===== src/sv/pcf_pkg.sv =====
// Shared types, constants and the CRC-32 byte fold for the PNG chunk framer.
`timescale 1ns / 1ps
package pcf_pkg;

	// Reflected CRC-32 polynomial, preset and final inversion value.
	localparam logic [31:0] CRC_POLY = 32'hedb88320;
	localparam logic [31:0] CRC_ONES = 32'hffffffff;

	// Default depth of the queue between the front and the back.
	localparam int QUEUE_DEPTH_DEF = 4;

	// Input item kinds.
	localparam logic KIND_HEADER = 1'b0;
	localparam logic KIND_DATA   = 1'b1;

	// One input item.
	typedef struct packed {
		logic        kind;
		logic [31:0] chunk_type;
		logic [30:0] payload_length;
		logic [7:0]  data_byte;
	} pcf_in_t;

	// One result item.
	typedef struct packed {
		logic [7:0] out_byte;
		logic       run_last;
		logic       chunk_done;
		logic       framing_error;
	} pcf_out_t;

	// Commands the front hands to the back.
	typedef enum logic [2:0] {
		OP_HDR,
		OP_HDR_EMPTY,
		OP_DATA,
		OP_DATA_LAST,
		OP_ERR
	} pcf_op_t;

	// One queue entry: the word holds the chunk type or the data byte, and len
	// carries the payload length of a header.
	typedef struct packed {
		pcf_op_t     op;
		logic [31:0] word;
		logic [30:0] len;
	} pcf_cmd_t;

	// Fold one byte into a reflected CRC-32, one bit per step.
	function automatic logic [31:0] crc_fold(input logic [31:0] crc, input logic [7:0] b);
		logic [31:0] c;
		c = crc ^ {24'd0, b};
		for (int k = 0; k < 8; k++) begin
			if (c[0]) begin
				c = (c >> 1) ^ CRC_POLY;
			end else begin
				c = c >> 1;
			end
		end
		return c;
	endfunction

endpackage


===== src/sv/pcf_queue.sv =====
// Small register queue that decouples the classifying front from the emitting back.
`timescale 1ns / 1ps
module pcf_queue #(
	parameter int DEPTH = 4
) (
	input  logic              clk,
	input  logic              arst_n,
	input  logic              push,
	input  pcf_pkg::pcf_cmd_t push_cmd,
	output logic              full,
	input  logic              pop,
	output logic              empty,
	output pcf_pkg::pcf_cmd_t head_cmd
);
	import pcf_pkg::*;

	localparam int PW = (DEPTH > 1) ? $clog2(DEPTH) : 1;
	localparam int CW = $clog2(DEPTH + 1);
	localparam logic [PW-1:0] LAST_PTR = PW'(DEPTH - 1);
	localparam logic [CW-1:0] FULL_CNT = CW'(DEPTH);

	pcf_cmd_t        entry_q [DEPTH];
	logic [PW-1:0]   wr_ptr_q;
	logic [PW-1:0]   rd_ptr_q;
	logic [CW-1:0]   count_q;

	assign full     = (count_q == FULL_CNT);
	assign empty    = (count_q == '0);
	assign head_cmd = entry_q[rd_ptr_q];

	// Entry storage needs no reset.
	always_ff @(posedge clk) begin
		if (push) begin
			entry_q[wr_ptr_q] <= push_cmd;
		end
	end

	// Pointers wrap at the depth; the count tracks occupancy.
	always_ff @(posedge clk or negedge arst_n) begin
		if (!arst_n) begin
			wr_ptr_q <= '0;
			rd_ptr_q <= '0;
			count_q  <= '0;
		end else begin
			if (push) begin
				wr_ptr_q <= (wr_ptr_q == LAST_PTR) ? '0 : wr_ptr_q + 1'b1;
			end
			if (pop) begin
				rd_ptr_q <= (rd_ptr_q == LAST_PTR) ? '0 : rd_ptr_q + 1'b1;
			end
			if (push && !pop) begin
				count_q <= count_q + 1'b1;
			end else if (pop && !push) begin
				count_q <= count_q - 1'b1;
			end
		end
	end

endmodule


===== src/sv/pcf_front.sv =====
// Front end: accepts items, tracks the open chunk and classifies each item into a command.
`timescale 1ns / 1ps
module pcf_front (
	input  logic              clk,
	input  logic              arst_n,
	input  logic              item_valid,
	output logic              item_ready,
	input  pcf_pkg::pcf_in_t  item,
	output logic              push,
	output pcf_pkg::pcf_cmd_t push_cmd,
	input  logic              full
);
	import pcf_pkg::*;

	logic        chunk_open_q;
	logic [30:0] bytes_remaining_q;
	logic        accept;
	logic        last_byte;

	assign item_ready = !full;
	assign accept     = item_valid && !full;
	assign push       = accept;
	assign last_byte  = (bytes_remaining_q == 31'd1);

	// Classify the item against the chunk state.
	always_comb begin
		push_cmd.word = item.chunk_type;
		push_cmd.len  = item.payload_length;
		if (item.kind == KIND_HEADER) begin
			push_cmd.op = (item.payload_length == '0) ? OP_HDR_EMPTY : OP_HDR;
		end else begin
			push_cmd.word = {24'd0, item.data_byte};
			if (!chunk_open_q) begin
				push_cmd.op = OP_ERR;
			end else if (last_byte) begin
				push_cmd.op = OP_DATA_LAST;
			end else begin
				push_cmd.op = OP_DATA;
			end
		end
	end

	// Chunk state: a header with a nonzero length opens a chunk, the last payload byte closes it.
	always_ff @(posedge clk or negedge arst_n) begin
		if (!arst_n) begin
			chunk_open_q      <= 1'b0;
			bytes_remaining_q <= '0;
		end else if (accept) begin
			if (item.kind == KIND_HEADER) begin
				chunk_open_q      <= (item.payload_length != '0);
				bytes_remaining_q <= item.payload_length;
			end else if (chunk_open_q) begin
				bytes_remaining_q <= bytes_remaining_q - 31'd1;
				if (last_byte) begin
					chunk_open_q <= 1'b0;
				end
			end
		end
	end

endmodule


===== src/sv/pcf_back.sv =====
// Back end: walks each command byte by byte, keeps the running CRC and drives the result register.
`timescale 1ns / 1ps
module pcf_back (
	input  logic              clk,
	input  logic              arst_n,
	input  logic              empty,
	input  pcf_pkg::pcf_cmd_t head_cmd,
	output logic              pop,
	output logic              result_valid,
	input  logic              result_ready,
	output pcf_pkg::pcf_out_t result
);
	import pcf_pkg::*;

	logic [3:0]  step_q;
	logic [31:0] crc_q;
	logic        result_valid_q;
	pcf_out_t    result_q;

	logic        load;
	logic        last_step;
	logic [3:0]  last_idx;
	logic [1:0]  crc_pos;
	logic [31:0] crc_out;
	logic [7:0]  crc_byte;
	logic [7:0]  type_byte;
	logic [31:0] len_word;
	logic [7:0]  len_byte;
	logic [31:0] crc_next;
	pcf_out_t    res_next;

	assign load         = !empty && (!result_valid_q || result_ready);
	assign last_step    = (step_q == last_idx);
	assign pop          = load && last_step;
	assign result_valid = result_valid_q;
	assign result       = result_q;

	// Select the bytes that the current step may send.
	always_comb begin
		crc_out   = ~crc_q;
		crc_pos   = (head_cmd.op == OP_DATA_LAST) ? 2'(step_q - 4'd1) : 2'(step_q - 4'd8);
		crc_byte  = crc_out[8 * (3 - crc_pos) +: 8];
		type_byte = head_cmd.word[8 * (3 - step_q[1:0]) +: 8];
		len_word  = {1'b0, head_cmd.len};
		len_byte  = len_word[8 * (3 - step_q[1:0]) +: 8];
	end

	// Per-command sequence of result bytes and CRC updates.
	always_comb begin
		res_next = '0;
		crc_next = crc_q;
		last_idx = 4'd0;
		case (head_cmd.op)
			OP_HDR, OP_HDR_EMPTY: begin
				last_idx = (head_cmd.op == OP_HDR) ? 4'd7 : 4'd11;
				if (step_q < 4'd4) begin
					// Length bytes, most significant first; the CRC restarts here.
					res_next.out_byte = len_byte;
					crc_next = CRC_ONES;
				end else if (step_q < 4'd8) begin
					res_next.out_byte = type_byte;
					res_next.run_last = (head_cmd.op == OP_HDR) && (step_q == 4'd7);
					crc_next = crc_fold(crc_q, type_byte);
				end else begin
					res_next.out_byte   = crc_byte;
					res_next.run_last   = (step_q == 4'd11);
					res_next.chunk_done = (step_q == 4'd11);
					if (step_q == 4'd11) begin
						crc_next = CRC_ONES;
					end
				end
			end
			OP_DATA: begin
				res_next.out_byte = head_cmd.word[7:0];
				res_next.run_last = 1'b1;
				crc_next = crc_fold(crc_q, head_cmd.word[7:0]);
			end
			OP_DATA_LAST: begin
				last_idx = 4'd4;
				if (step_q == 4'd0) begin
					res_next.out_byte = head_cmd.word[7:0];
					crc_next = crc_fold(crc_q, head_cmd.word[7:0]);
				end else begin
					res_next.out_byte   = crc_byte;
					res_next.run_last   = (step_q == 4'd4);
					res_next.chunk_done = (step_q == 4'd4);
					if (step_q == 4'd4) begin
						crc_next = CRC_ONES;
					end
				end
			end
			OP_ERR: begin
				res_next.run_last      = 1'b1;
				res_next.framing_error = 1'b1;
			end
			default: begin
				res_next = '0;
			end
		endcase
	end

	// Step counter, CRC and output register.
	always_ff @(posedge clk or negedge arst_n) begin
		if (!arst_n) begin
			step_q         <= '0;
			crc_q          <= CRC_ONES;
			result_valid_q <= 1'b0;
		end else begin
			if (load) begin
				step_q         <= last_step ? 4'd0 : step_q + 4'd1;
				crc_q          <= crc_next;
				result_valid_q <= 1'b1;
			end else if (result_ready) begin
				result_valid_q <= 1'b0;
			end
		end
	end

	// Result payload register.
	always_ff @(posedge clk) begin
		if (load) begin
			result_q <= res_next;
		end
	end

endmodule


===== src/sv/png_chunk_crc_framer_unit.sv =====
// Top level of the PNG chunk framer with CRC-32: front, command queue and back.
`timescale 1ns / 1ps
// An accepted item goes into a queue entry before the back registers its first result.
// Throughput: one result byte per cycle while a command waits and result_ready is high;
// a data byte gives one result byte (five when it closes the chunk), a header eight
// (twelve with zero length), all through the single output byte lane.
// The front accepts items while the queue has room, so it runs ahead of the back.
// Reset (arst_n low, asynchronous) closes any chunk, empties the queue and drops results.
module png_chunk_crc_framer_unit #(
	parameter int QUEUE_DEPTH = pcf_pkg::QUEUE_DEPTH_DEF
) (
	input  logic              clk,
	input  logic              arst_n,
	input  logic              item_valid,
	output logic              item_ready,
	input  pcf_pkg::pcf_in_t  item,
	output logic              result_valid,
	input  logic              result_ready,
	output pcf_pkg::pcf_out_t result
);
	import pcf_pkg::*;

	logic     push;
	logic     pop;
	logic     full;
	logic     empty;
	pcf_cmd_t push_cmd;
	pcf_cmd_t head_cmd;

	pcf_front u_front (
		.clk        (clk),
		.arst_n     (arst_n),
		.item_valid (item_valid),
		.item_ready (item_ready),
		.item       (item),
		.push       (push),
		.push_cmd   (push_cmd),
		.full       (full)
	);

	pcf_queue #(
		.DEPTH (QUEUE_DEPTH)
	) u_queue (
		.clk      (clk),
		.arst_n   (arst_n),
		.push     (push),
		.push_cmd (push_cmd),
		.full     (full),
		.pop      (pop),
		.empty    (empty),
		.head_cmd (head_cmd)
	);

	pcf_back u_back (
		.clk          (clk),
		.arst_n       (arst_n),
		.empty        (empty),
		.head_cmd     (head_cmd),
		.pop          (pop),
		.result_valid (result_valid),
		.result_ready (result_ready),
		.result       (result)
	);

endmodule


===== config.mk =====
export PLATFORM = sky130hd
export DESIGN_NAME = png_chunk_crc_framer_unit
export DESIGN_NICKNAME = d
export VERILOG_FILES = /design/src/sv/pcf_pkg.sv /design/src/sv/pcf_queue.sv /design/src/sv/pcf_front.sv /design/src/sv/pcf_back.sv /design/src/sv/png_chunk_crc_framer_unit.sv
export SDC_FILE = /design/constraint.sdc
export NUM_CORES = 1
export LEC_CHECK = 0
export BUFFER_PORTS_ARGS = -buffer_cell sky130_fd_sc_hd__buf_2
export CORE_MARGIN = 10
export CORE_UTILIZATION = 40
export CTS_CLUSTER_SIZE = 16
export DETAILED_ROUTE_END_ITERATION = 8
export GPL_TIMING_DRIVEN = 0
export PLACE_DENSITY = 0.67
export SLEW_MARGIN = 20
export SYNTH_ARGS = -nofsm -noshare
export SYNTH_HDL_FRONTEND = slang
export SYNTH_HIERARCHICAL = 1
export SYNTH_SLANG_ARGS = --single-unit

===== constraint.sdc =====
create_clock -name clk -period 10.4 [get_ports clk]
set_input_delay 0.52 -clock clk [delete_from_list [all_inputs] [get_ports clk]]
set_output_delay 0.52 -clock clk [all_outputs]
set_load 0.02 [all_outputs]

==> PnR_summary.wiki, run 1 <==
{| class="wikitable"
! Metric !! Value
|-
| Outcome || complete, no violations
|-
| Crit path buf inv count || 4
|-
| Number of placement rows || 75
|-
| Post-synth EDFFs || 275
|-
| Startpoint type of the worst setup path || flip-flop
|-
| Number of search-and-repair iterations in the first detailed-routing pass || 5
|-
| Most frequent cell after synthesis || edfxtp_1
|-
| Fin Clk Skew || 0.0250 ns
|-
| Placeable core region || 0.0422 mm²
|-
| Post-synthesis cell type with the largest combined area || edfxtp_1
|-
| Chip width || 227 µm
|-
| Final wirelength || 43.4 mm
|-
| Synth Area in Compound Gates || 0.0826
|-
| Seq/Total Area, Yosys || 0.594
|-
| HPWL after detailed placement || 30.3 mm
|-
| Mux share of post-synthesis cell area || 0.133
|-
| Count of synthesis-stage warnings from yosys || 6
|-
| Prevailing post-synth register cell || edfxtp_1
|-
| Fraction of final layout cells sized beyond drive strength 1 || 0.290
|-
| Post-Place Worst Slack || 6.15 ns
|-
| Mapped Area || 0.0172 mm²
|-
| Number of cells on the worst reg-to-reg path || 13
|-
| Category of cells accounting for the largest share of critical-path delay || simple AND/OR/NAND/NOR gates
|-
| Crit-path cells || buf_1 -> mux4_2 -> clkbuf_1 -> nor2_1 -> nand4_1 -> o41ai_1 -> nand2_1 -> nor2_1 -> inv_1 -> ha_1 -> inv_1 -> fa_1 -> mux2_2
|-
| Post-synthesis area per instance || 15.1 µm²
|-
| Critical path fanouts, max || 10
|-
| Tightest hold margin || 0.291 ns
|-
| Number of clock buffers inserted by TritonCTS || 38
|-
| Slowest cell on crit path || buf_1
|-
| Maximum single-stage delay on the critical path || 0.62 ns
|-
| IO Port Bufs || 87
|-
| Number of setup violations in the final report || 0
|-
| First-pass GRT wire length || 65.3 mm
|-
| DR vias/cell || 5.76
|-
| Final TNS setup || 0 ns
|-
| Yosys cell types || 79
|-
| Synth Area in Simple Gates || 0.0684
|-
| Overall die area || 0.0516 mm²
|-
| Worst Slack Setup Final || 6.08 ns
|-
| Routed wire length per instance || 23.6 µm
|-
| Crit Path Class || flip-flop to flip-flop
|-
| Drt initial violations || 974
|-
| Starting Density || 0.406
|-
| Number of DRC violations after detailed routing || 0
|-
| Post-synth top area share || 0.481
|-
| Final Non-Filler Cells || 1843
|-
| Final-report hold violation count || 0
|-
| Slew at the pin closest to its max-slew limit || 1.08 ns
|-
| Maximum level of the CTS H-tree || 2
|-
| Post-Place Cells || 1771
|-
| Most instantiated cells after synthesis || edfxtp_1 (275), xnor2_1 (92), mux4_2 (83)
|-
| Max Freq || 231 MHz
|-
| Initial antenna violation count || 2
|-
| Number of global-route vias before repair || 10700
|-
| Bufs on Longest Clock Path || 3
|-
| Setup repair after global routing missed its margin || false
|-
| Worst-skew pair later-pin latency || 0.56 ns
|-
| Final clock period utilization by the worst path || 0.416
|-
| CTS Root Buffer Type || clkbuf_16
|-
| Final nets || 1360
|-
| Cell depth of the worst setup path || 13
|-
| Count of pins on the block boundary || 89
|-
| Growth of design area from synthesis to finish || 14.8%
|-
| Kind of end point of the critical path || flip-flop
|-
| Total number of vias || 10600
|-
| Max-Cap Viols || 0
|-
| Total of flip-flops plus latches after synthesis || 351
|-
| Adder-cell share of the synthesized area || 0.00846
|-
| CP required || 10.84 ns
|-
| Depth of the worst hold-timing path || 3
|-
| Maximum number of pins on one net before global-route repair || 50
|-
| Main combinational cell family by area after synthesis || multiplexers
|-
| Post-synthesis xor/xnor area fraction || 0.0753
|-
| Mapped Nets || 1227
|-
| Max-slew headroom || 0.277
|-
| Antenna viol nets, final || 0
|-
| Gate count of the mapped netlist || 1140
|-
| Tightest Hold Check Type || primary input to flip-flop
|-
| Clock Pin Slew Worst Setup and Hold Paths || 0.06 ns
|-
| Die Ht || 227 µm
|-
| Clock sinks || 351
|-
| Dominant cells by area after synthesis || edfxtp_1 (48%), mux4_2 (11%), dfrtp_1 (6.4%), dfstp_2 (4.9%), xnor2_1 (4.7%)
|-
| Fraction of registers with async set/reset || 0.217
|-
| Final critical-path required period || 4.32 ns
|-
| TritonCTS clock tree || yes
|-
| All-Layer GR Usage || 0.168
|-
| Global placement routability congestion || 0.914
|-
| Max-slew violation count || 0
|-
| Post-cts sizing count || 0
|-
| Total global routing overflow || 0
|-
| Arrival time of the worst setup path || 4.76 ns
|}
==> metal layers <==
layer / part of all wire / vias up / global-route usage
met5: 0.00025 / - / 0
met4: 0.024 / 2 / 0.0585
met3: 0.079 / 74 / 0.0351
met2: 0.48 / 428 / 0.269
met1: 0.41 / 5400 / 0.223
li1: - / 4711 / -
==> per-stage QoR <==
step	instance area, µm²	utilization
after floorplan	17200	-
after global placement	18300	0.433
after detailed placement	18400	0.436
after CTS	19700	0.467
after global routing	19700	0.467
final	19700	0.467
==> logic make-up after synthesis <==
kind of cell,after synthesis
adders and majority gates,11
DFF,351
AOI/OAI and AO/OA,210
muxes,113
xor gates and xnor gates,128
buffers and inverters,112
and+or+nand+nor,215
==> sequential cells by signal (all words and copies together) (netlist names) <==
signal / count
u_front/bytes_remaining_q: 31
u_queue/wr_ptr_q: 2
u_back/crc_q: 32
u_front/chunk_open_q: 1
u_back/result: 11
u_back/step_q: 4
u_queue/count_q: 3
u_back/result_valid: 1
u_queue/rd_ptr_q: 2
u_queue/entry_q: 264
==> worst reg2reg max path, cell delays in order, from the launching register on <==
cell	delay (ns)
dfrtp_1	0.40
buf_1	0.62
mux4_2	0.48
clkbuf_1	0.25
nor2_1	0.49
nand4_1	0.16
o41ai_1	0.11
nand2_1	0.20
nor2_1	0.41
inv_1	0.11
ha_1	0.23
inv_1	0.07
fa_1	0.41
mux2_2	0.27
==> final timing paths <==
check | from | end | slack (ns)
max in group asynchronous | arst_n | u_back/crc_q[4] | 9.26
setup / recovery | u_queue/rd_ptr_q[1] | u_queue/count_q[1] | 6.08
min in group asynchronous | arst_n | u_back/result_valid | 0.49
hold / removal | result_ready | u_back/result_valid | 0.29
hold reg to reg | u_queue/count_q[2] | u_queue/count_q[2] | 0.49
setup reg to reg | u_queue/rd_ptr_q[1] | u_queue/count_q[1] | 6.08
==> cells in the final DEF (no fill, tap or decap), types with 9 or more instances in the layout <==
cell,synthesis,layout
nor2b_1,30,30
xnor2_2,13,14
nand2_1,51,51
a21oi_1,49,49
buf_2,11,97
nand3_1,12,12
nor2_1,41,41
clkbuf_16,0,38
xnor2_1,92,91
nor4_1,12,12
mux2_2,19,19
dfrtp_1,44,44
dfstp_2,32,32
ha_1,10,10
o22ai_1,22,22
a22o_1,11,11
edfxtp_1,275,275
o21ai_0,40,40
clkbuf_1,37,40
a2bb2oi_1,9,9
mux4_2,83,83
nor3_1,16,16
inv_1,17,17
buf_4,35,36
xor2_1,18,18
==> cell type report <==
| cell class | count | area [µm²] |
|---|---|---|
| Timing Repair Buffer | 93 | 563 |
| Clock inverter | 26 | 297 |
| Buffer | 94 | 578 |
| Fill cell | 3709 | 22500 |
| Inverter | 18 | 67.6 |
| Multi-Input combinational cell | 677 | 6340 |
| Clock buffer | 43 | 990 |
| Tap cell | 539 | 674 |
| Antenna cell | 2 | 5.00 |
| Sequential cell | 351 | 10200 |
==> repair_timing <==
| item | in CTS | in global routing |
|---|---|---|
| hold buffers | 1 | 0 |
| setup endpoints to repair | 0 | 0 |
| endpoints found under the hold margin | 1 | 0 |
| buffers inserted | 0 | 0 |
Power of run 1 is not shown: default switching activity piles up to over one toggle a cycle in this logic, so the estimate is an artifact.
==> run 2, diff against run 1 <==
- ABC_AREA: not set -> 1
- clock period: 10.4 -> 4.3 ns (I/O delays scaled with it)
==> PnR_summary.wiki, run 2 <==
{| class="wikitable"
! Metric !! Value
|-
| Final critical-path required period || 4.01 ns (-0.315 ns)
|-
| Final clock period utilization by the worst path || 0.932 (+0.516)
|-
| Number of flip-flops under the largest register name || 264 (unchanged)
|-
| Maximum level of the CTS H-tree || 2 (unchanged)
|-
| Total number of vias || 16000 (+51%)
|-
| Chip width || 242 µm (+6.6%)
|-
| Final wirelength || 61.3 mm (+41%)
|-
| Clock sinks || 351 (unchanged)
|-
| Final nets || 2451 (+80%)
|-
| TritonCTS clock tree || yes
|-
| Starting Density || 0.404 (-0.00256)
|-
| Leading cell type in the layout, fill and taps excluded || nand2_1
|-
| Antenna viol nets, final || 0 (unchanged)
|-
| CP required || 4.75 ns (-6.09 ns)
|-
| Count of synthesis-stage warnings from yosys || 6 (unchanged)
|-
| Prevailing post-synth register cell || edfxtp_1
|-
| HPWL after detailed placement || 44.0 mm (+45%)
|-
| Capture point of the worst path || u_queue/count_q[1]
|-
| Slew at the pin closest to its max-slew limit || 0.776 ns (-0.301 ns)
|-
| IO Port Bufs || 87 (unchanged)
|-
| Fin Clk Skew || 0.0262 ns (+0.00130 ns)
|-
| Number of setup violations in the final report || 0 (unchanged)
|-
| Arrival time of the worst setup path || 4.46 ns (-0.30 ns)
|-
| Seq/Total Area, Yosys || 0.517 (-0.0773)
|-
| Final Non-Filler Cells || 3059 (+66%)
|-
| Reg-to-Reg End || u_queue/count_q[1]
|-
| Number of global-route vias before repair || 15600 (+46%)
|-
| Slowest cell on crit path || fa_1
|-
| Die Ht || 242 µm (+6.6%)
|-
| Growth of design area from synthesis to finish || 15.3%
|-
| Total of flip-flops plus latches after synthesis || 351 (unchanged)
|-
| Critical path fanouts, max || 10 (unchanged)
|-
| Layout Utilization || 0.466 (-0.000953)
|-
| Global placement routability congestion || 0.943 (+3.1%)
|-
| Worst r2r src || u_queue/rd_ptr_q[0]
|-
| Number of DRC violations after detailed routing || 0 (unchanged)
|-
| Post-synth EDFFs || 275 (unchanged)
|-
| Max Freq || 249 MHz (+7.9%)
|-
| Clock Pin Slew Worst Setup and Hold Paths || 0.06 ns (about the same)
|-
| Worst-skew pair later-pin latency || 0.57 ns (about the same)
|-
| Number of search-and-repair iterations in the first detailed-routing pass || 5 (unchanged)
|-
| Antenna diode count || 0 (-2)
|-
| Most frequent cell after synthesis || nand2_1
|-
| Dominant cells by area after synthesis || edfxtp_1 (42%), nand2_1 (11%), inv_1 (5.7%), dfrtp_1 (5.6%), o211ai_1 (4.7%)
|-
| Drt initial violations || 1613 (+66%)
|-
| Post-synthesis cell type with the largest combined area || edfxtp_1
|-
| Count of pins on the block boundary || 89 (unchanged)
|-
| All-Layer GR Usage || 0.203 (+0.0353)
|-
| Most used routing layer in global routing || met2
|-
| Register-to-Register Setup Slack || 0.29 ns (-5.78 ns)
|-
| Number of clock buffers inserted by TritonCTS || 39 (+2.6%)
|-
| Global Route met3 Usage || 0.0252 (-0.00989)
|-
| Startpoint type of the worst setup path || flip-flop
|-
| Post-synth top area share || 0.419 (-0.0626)
|-
| Outcome || complete, no violations
|-
| Placeable core region || 0.0488 mm² (+16%)
|-
| Max-slew violation count || 0 (unchanged)
|-
| Worst Slack Setup Final || 0.291 ns (-5.78 ns)
|-
| Start point of the critical path || u_queue/rd_ptr_q[0]
|-
| Kind of end point of the critical path || flip-flop
|-
| Number of cells on the worst reg-to-reg path || 19 (+6)
|-
| Maximum number of pins on one net before global-route repair || 65 (+30%)
|-
| Maximum single-stage delay on the critical path || 0.42 ns (-0.20 ns)
|-
| Crit-path cells || inv_2 -> buf_6 -> buf_2 -> nand2_1 -> o211ai_1 -> nand2_1 -> nor2_4 -> inv_1 -> o21ai_0 -> xor2_1 -> a2111oi_0 -> inv_1 -> nor2_2 -> inv_1 -> ha_1 -> inv_1 -> fa_1 -> nand2_1 -> nand2_1
|-
| First-pass GRT wire length || 93.6 mm (+43%)
|-
| Registers with the highest flip-flop counts || u_queue/entry_q x264, u_back/crc_q x32, u_front/bytes_remaining_q x31
|-
| Tightest Hold Check Type || primary input to flip-flop
|-
| Category of cells accounting for the largest share of critical-path delay || buffers and inverters
|-
| Max-Cap Viols || 0 (unchanged)
|-
| M2 GR Usage || 0.341 (+0.0719)
|-
| Crit Path Class || flip-flop to flip-flop
|-
| Max-slew headroom || 0.479 (+0.202)
|-
| Most instantiated cells after synthesis || nand2_1 (597), inv_1 (301), edfxtp_1 (275)
|-
| Top library cells by usage in the layout, fill and taps aside || nand2_1 (597), inv_1 (297), edfxtp_1 (275)
|-
| Mapped Nets || 2295 (+87%)
|-
| DR vias/cell || 5.23 (-9.2%)
|-
| Bufs on Longest Clock Path || 3 (unchanged)
|-
| CTS Root Buffer Type || clkbuf_16
|-
| Setup repair after global routing missed its margin || false
|-
| Fraction of registers with async set/reset || 0.217 (unchanged)
|-
| Cell depth of the worst setup path || 19 (+6)
|-
| Routed wire length per instance || 20.0 µm (-15%)
|-
| Total global routing overflow || 0 (unchanged)
|-
| Gate count of the mapped netlist || 2208 (+94%)
|-
| Crit path buf inv count || 7 (+3)
|-
| Global routing usage on met1 || 0.262 (+0.0389)
|-
| Overall die area || 0.0586 mm² (+14%)
|-
| Number of placement rows || 81 (+8.0%)
|-
| Mapped Area || 0.0197 mm² (+15%)
|-
| Initial antenna violation count || 0 (-2)
|-
| Final-report hold violation count || 0 (unchanged)
|-
| Post-synthesis area per instance || 8.94 µm² (-41%)
|-
| Yosys cell types || 50 (-37%)
|-
| Post-Place Worst Slack || -0.117 ns (-6.27 ns)
|-
| Post-Place Cells || 2965 (+67%)
|-
| Top reg by flops || u_queue/entry_q
|-
| Tightest hold margin || 0.0153 ns (-0.276 ns)
|-
| Fraction of final layout cells sized beyond drive strength 1 || 0.175 (-0.115)
|}
-- run 2: timing repair --
item	CTS	global route
pin swaps	0	0
endpoints found under the setup margin	2	2
setup buffers	0	0
endpoints found under the hold margin	120	0
resized for setup	1	9
hold buffers	22	0
-- run 2: worst min-delay path by stage --
stage | start | to | slack (ns) | cells past startpoint
final | item[39] | u_queue/entry_q[1][31] | 0.02 | 3
after CTS | item[24] | u_queue/entry_q[3][16] | 0.002 | 2
after global routing | item[24] | u_queue/entry_q[1][16] | 0.02 | 2
after global placement | result_ready | u_back/result_valid | 0.47 | 4
after detailed placement | arst_n | u_queue/rd_ptr_q[1] | 0.06 | 1
after floorplan | arst_n | u_back/result_valid | -0.08 | 0
-- run 2: kinds of logic (layout without fill, tap and decap cells) --
kind of cell | after synthesis | count (layout) | synth area share
AOI/OAI and AO/OA | 354 | 354 | 0.119
xor gates and xnor gates | 97 | 97 | 0.0509
adders and majority gates | 11 | 11 | 0.00736
buffers and inverters | 436 | 623 | 0.0998
DFF | 351 | 351 | 0.517
and+or+nand+nor | 959 | 959 | 0.206
-- run 2: stage by stage --
stage / area [µm²] / TNS [ns]
floorplan: 19700 / 0
global placement: 21000 / -0.0624
detailed placement: 21200 / -0.170
CTS: 22700 / 0
global route: 22800 / 0
finish: 22800 / 0
-- run 2: final cells by class --
| type | instances | area (µm²) |
|---|---|---|
| plain buffers | 118 | 778 |
| multi-input cells | 1421 | 7580 |
| clock buffers | 49 | 1060 |
| clock inverters | 23 | 310 |
| inverters | 318 | 1210 |
| flip-flops and latches | 351 | 10200 |
| repair buffers | 115 | 796 |
| fillers | 4670 | 26100 |
| well taps | 664 | 831 |
-- run 2: worst min-delay path, cell delays in order --
cell	delay [ns]
buf_2	0.07
nand2_1	0.04
nand2_1	0.12
-- run 2: per-layer routing --
metal | wire [µm] | share of wire | up-vias
met2 | 29500 | 0.48 | 614
met5 | 0 | 0 | -
met1 | 25700 | 0.42 | 7726
met3 | 3780 | 0.062 | 123
met4 | 2260 | 0.037 | 0
li1 | - | - | 7542
Power of run 2 is left out for the same reason.
==> run 3, diff against run 2 <==
- PLACE_DENSITY: 0.67 -> not set
- PLACE_DENSITY_LB_ADDON: not set -> 0.1
- clock period: 4.3 -> 4.69 ns (I/O delays scaled with it)
==> PnR_summary.wiki, run 3 (synthesized netlist as in run 2, its figures left out) <==
{| class="wikitable"
! Metric !! Value
|-
| CTS Root Buffer Type || clkbuf_16
|-
| Worst hold start || item[31]
|-
| Number of flip-flops under the largest register name || 264 (unchanged)
|-
| Antenna viol nets, final || 0 (unchanged)
|-
| Number of placement rows || 81 (unchanged)
|-
| Antenna diode count || 0 (unchanged)
|-
| Drt initial violations || 1212 (-25%)
|-
| Kind of end point of the critical path || flip-flop
|-
| Leading cell type in the layout, fill and taps excluded || nand2_1
|-
| IO Port Bufs || 87 (unchanged)
|-
| Fin Clk Skew || 0.0277 ns (+0.00144 ns)
|-
| Number of DRC violations after detailed routing || 0 (unchanged)
|-
| Final TNS setup || 0 ns (unchanged)
|-
| Crit-path cells || inv_2 -> clkbuf_1 -> nand2_1 -> o211ai_1 -> nand2_1 -> nor2_2 -> inv_1 -> o21ai_0 -> xor2_1 -> a2111oi_0 -> inv_1 -> nor2_1 -> inv_1 -> ha_1 -> inv_1 -> fa_1 -> nand2_1 -> nand2_1
|-
| Global placement routability congestion || 0.909 (-3.5%)
|-
| Fraction of final layout cells sized beyond drive strength 1 || 0.175 (about the same)
|-
| Slew at the pin closest to its max-slew limit || 0.865 ns (+0.0890 ns)
|-
| Arrival time of the worst setup path || 4.85 ns (+0.39 ns)
|-
| Final nets || 2443 (-0.33%)
|-
| Total number of vias || 15600 (-2.4%)
|-
| Initial antenna violation count || 0 (unchanged)
|-
| Maximum number of pins on one net before global-route repair || 62 (-4.6%)
|-
| FF/Latch Area || 0.0102 mm² (unchanged)
|-
| Total global routing overflow || 0 (unchanged)
|-
| Worst-skew pair later-pin latency || 0.58 ns (about the same)
|-
| Starting Density || 0.404 (unchanged)
|-
| Combined area of the multi-input logic cells || 0.00757 mm² (-0.13%)
|-
| Crit Path Class || flip-flop to flip-flop
|-
| Slowest cell on crit path || clkbuf_1
|-
| Tightest Hold Check Type || primary input to flip-flop
|-
| Number of search-and-repair iterations in the first detailed-routing pass || 5 (unchanged)
|-
| Final critical-path required period || 4.38 ns (+0.374 ns)
|-
| Filler instances || 4786 (+2.5%)
|-
| Reg-to-Reg End || u_queue/count_q[1]
|-
| Count of pins on the block boundary || 89 (unchanged)
|-
| Top library cells by usage in the layout, fill and taps aside || nand2_1 (597), inv_1 (297), edfxtp_1 (275)
|-
| Final-report hold violation count || 0 (unchanged)
|-
| Worst r2r src || u_queue/rd_ptr_q[0]
|-
| Number of cells on the worst reg-to-reg path || 18 (-1)
|-
| Number of clock buffers inserted by TritonCTS || 41 (+5.1%)
|-
| Top reg by flops || u_queue/entry_q
|-
| Start point of the critical path || u_queue/rd_ptr_q[0]
|-
| Depth of the worst hold-timing path || 2 (-1)
|-
| Maximum single-stage delay on the critical path || 0.49 ns (+0.07 ns)
|-
| Registers with the highest flip-flop counts || u_queue/entry_q x264, u_back/crc_q x32, u_front/bytes_remaining_q x31
|-
| Startpoint type of the worst setup path || flip-flop
|-
| Bufs on Longest Clock Path || 3 (unchanged)
|-
| CP required || 5.16 ns (+0.41 ns)
|-
| Maximum level of the CTS H-tree || 2 (unchanged)
|-
| Register-to-Register Setup Slack || 0.31 ns (+0.02 ns)
|-
| Max-slew headroom || 0.424 (-0.0554)
|-
| Final wirelength || 62.8 mm (+2.5%)
|-
| Capture point of the worst path || u_queue/count_q[1]
|-
| Routed wire length per instance || 20.6 µm (+2.7%)
|-
| Max-Cap Viols || 0 (unchanged)
|-
| TritonCTS clock tree || yes
|-
| Chip width || 242 µm (unchanged)
|-
| Die Ht || 242 µm (unchanged)
|-
| Max-slew violation count || 0 (unchanged)
|-
| Worst Slack Setup Final || 0.308 ns (+0.0160 ns)
|-
| Max Freq || 228 MHz (-8.5%)
|-
| Number of global-route vias before repair || 15300 (-1.7%)
|-
| Clock Pin Slew Worst Setup and Hold Paths || 0.06 ns (about the same)
|-
| Setup repair after global routing missed its margin || false
|-
| Growth of design area from synthesis to finish || 14.9%
|-
| Placeable core region || 0.0488 mm² (unchanged)
|-
| Critical path fanouts, max || 10 (unchanged)
|-
| Post-Place Worst Slack || 0.152 ns (+0.269 ns)
|-
| Number of setup violations in the final report || 0 (unchanged)
|-
| Final clock period utilization by the worst path || 0.934 (+0.00222)
|-
| Overall die area || 0.0586 mm² (unchanged)
|-
| First-pass GRT wire length || 94.6 mm (+1.1%)
|-
| Clock sinks || 351 (unchanged)
|-
| HPWL after detailed placement || 44.8 mm (+1.9%)
|-
| DR vias/cell || 5.12 (-2.2%)
|-
| All-Layer GR Usage || 0.210 (+0.00641)
|-
| Outcome || complete, no violations
|}
[run 3: cell count changes in the layout (fill, tap and decap cells not counted), sizes merged]
| cell | delta |
|---|---|
| bufinv | -2 |
| clkbuf | +3 |
| clkinv | -2 |
| dlygate4sd3 | -9 |
| inv | +3 |
[run 3: final cells by class]
class,instances,area share
multi-input cells,1421,0.334
flip-flops and latches,351,0.450
clock inverters,22,0.0115
repair buffers,106,0.0318
inverters,318,0.0532
well taps,664,0.0367
plain buffers,117,0.0339
clock buffers,53,0.0490
[run 3: per-stage QoR]
step,util,instance area (µm²),cells,hold slack (ns)
4_1_cts,0.464,22700,3053,0.000680
6_report,0.464,22700,3052,0.0189
2_1_floorplan,-,19700,2208,-0.0611
5_1_grt,0.464,22700,3052,0.0136
3_3_place_gp,0.430,21000,2959,0.480
3_5_place_dp,0.433,21200,2965,0.0958
[run 3: worst min path at each step]
stage | to | slack, ns
finish | u_queue/entry_q[3][23] | 0.02
floorplan | u_back/result_valid | -0.06
CTS | u_queue/entry_q[3][19] | 0.0007
global placement | u_back/result_valid | 0.48
detailed placement | u_queue/rd_ptr_q[1] | 0.1
global route | u_queue/entry_q[0][23] | 0.01
[run 3: metal layers]
layer,part of all wire,track usage
met1,0.44,0.278
met2,0.47,0.341
met3,0.063,0.0344
met4,0.031,0.0740
met5,0,0
[run 3: timing repair]
item	CTS	global route
setup endpoints to repair	0	2
resized for setup	0	1
buffers inserted	0	0
hold endpoints to repair	95	0
hold buffers	13	0
[run 3: worst max-delay path, delay by kind of cell, from the launching register on]
kind,cells,cell delay (ns)
buf+inv,6,1.26
simple gates,6,1.14
compound gates,3,0.72
fa+ha+maj,2,0.66
flops,1,0.41
xor+xnor,1,0.09
Power of run 3 is left out for the same reason.
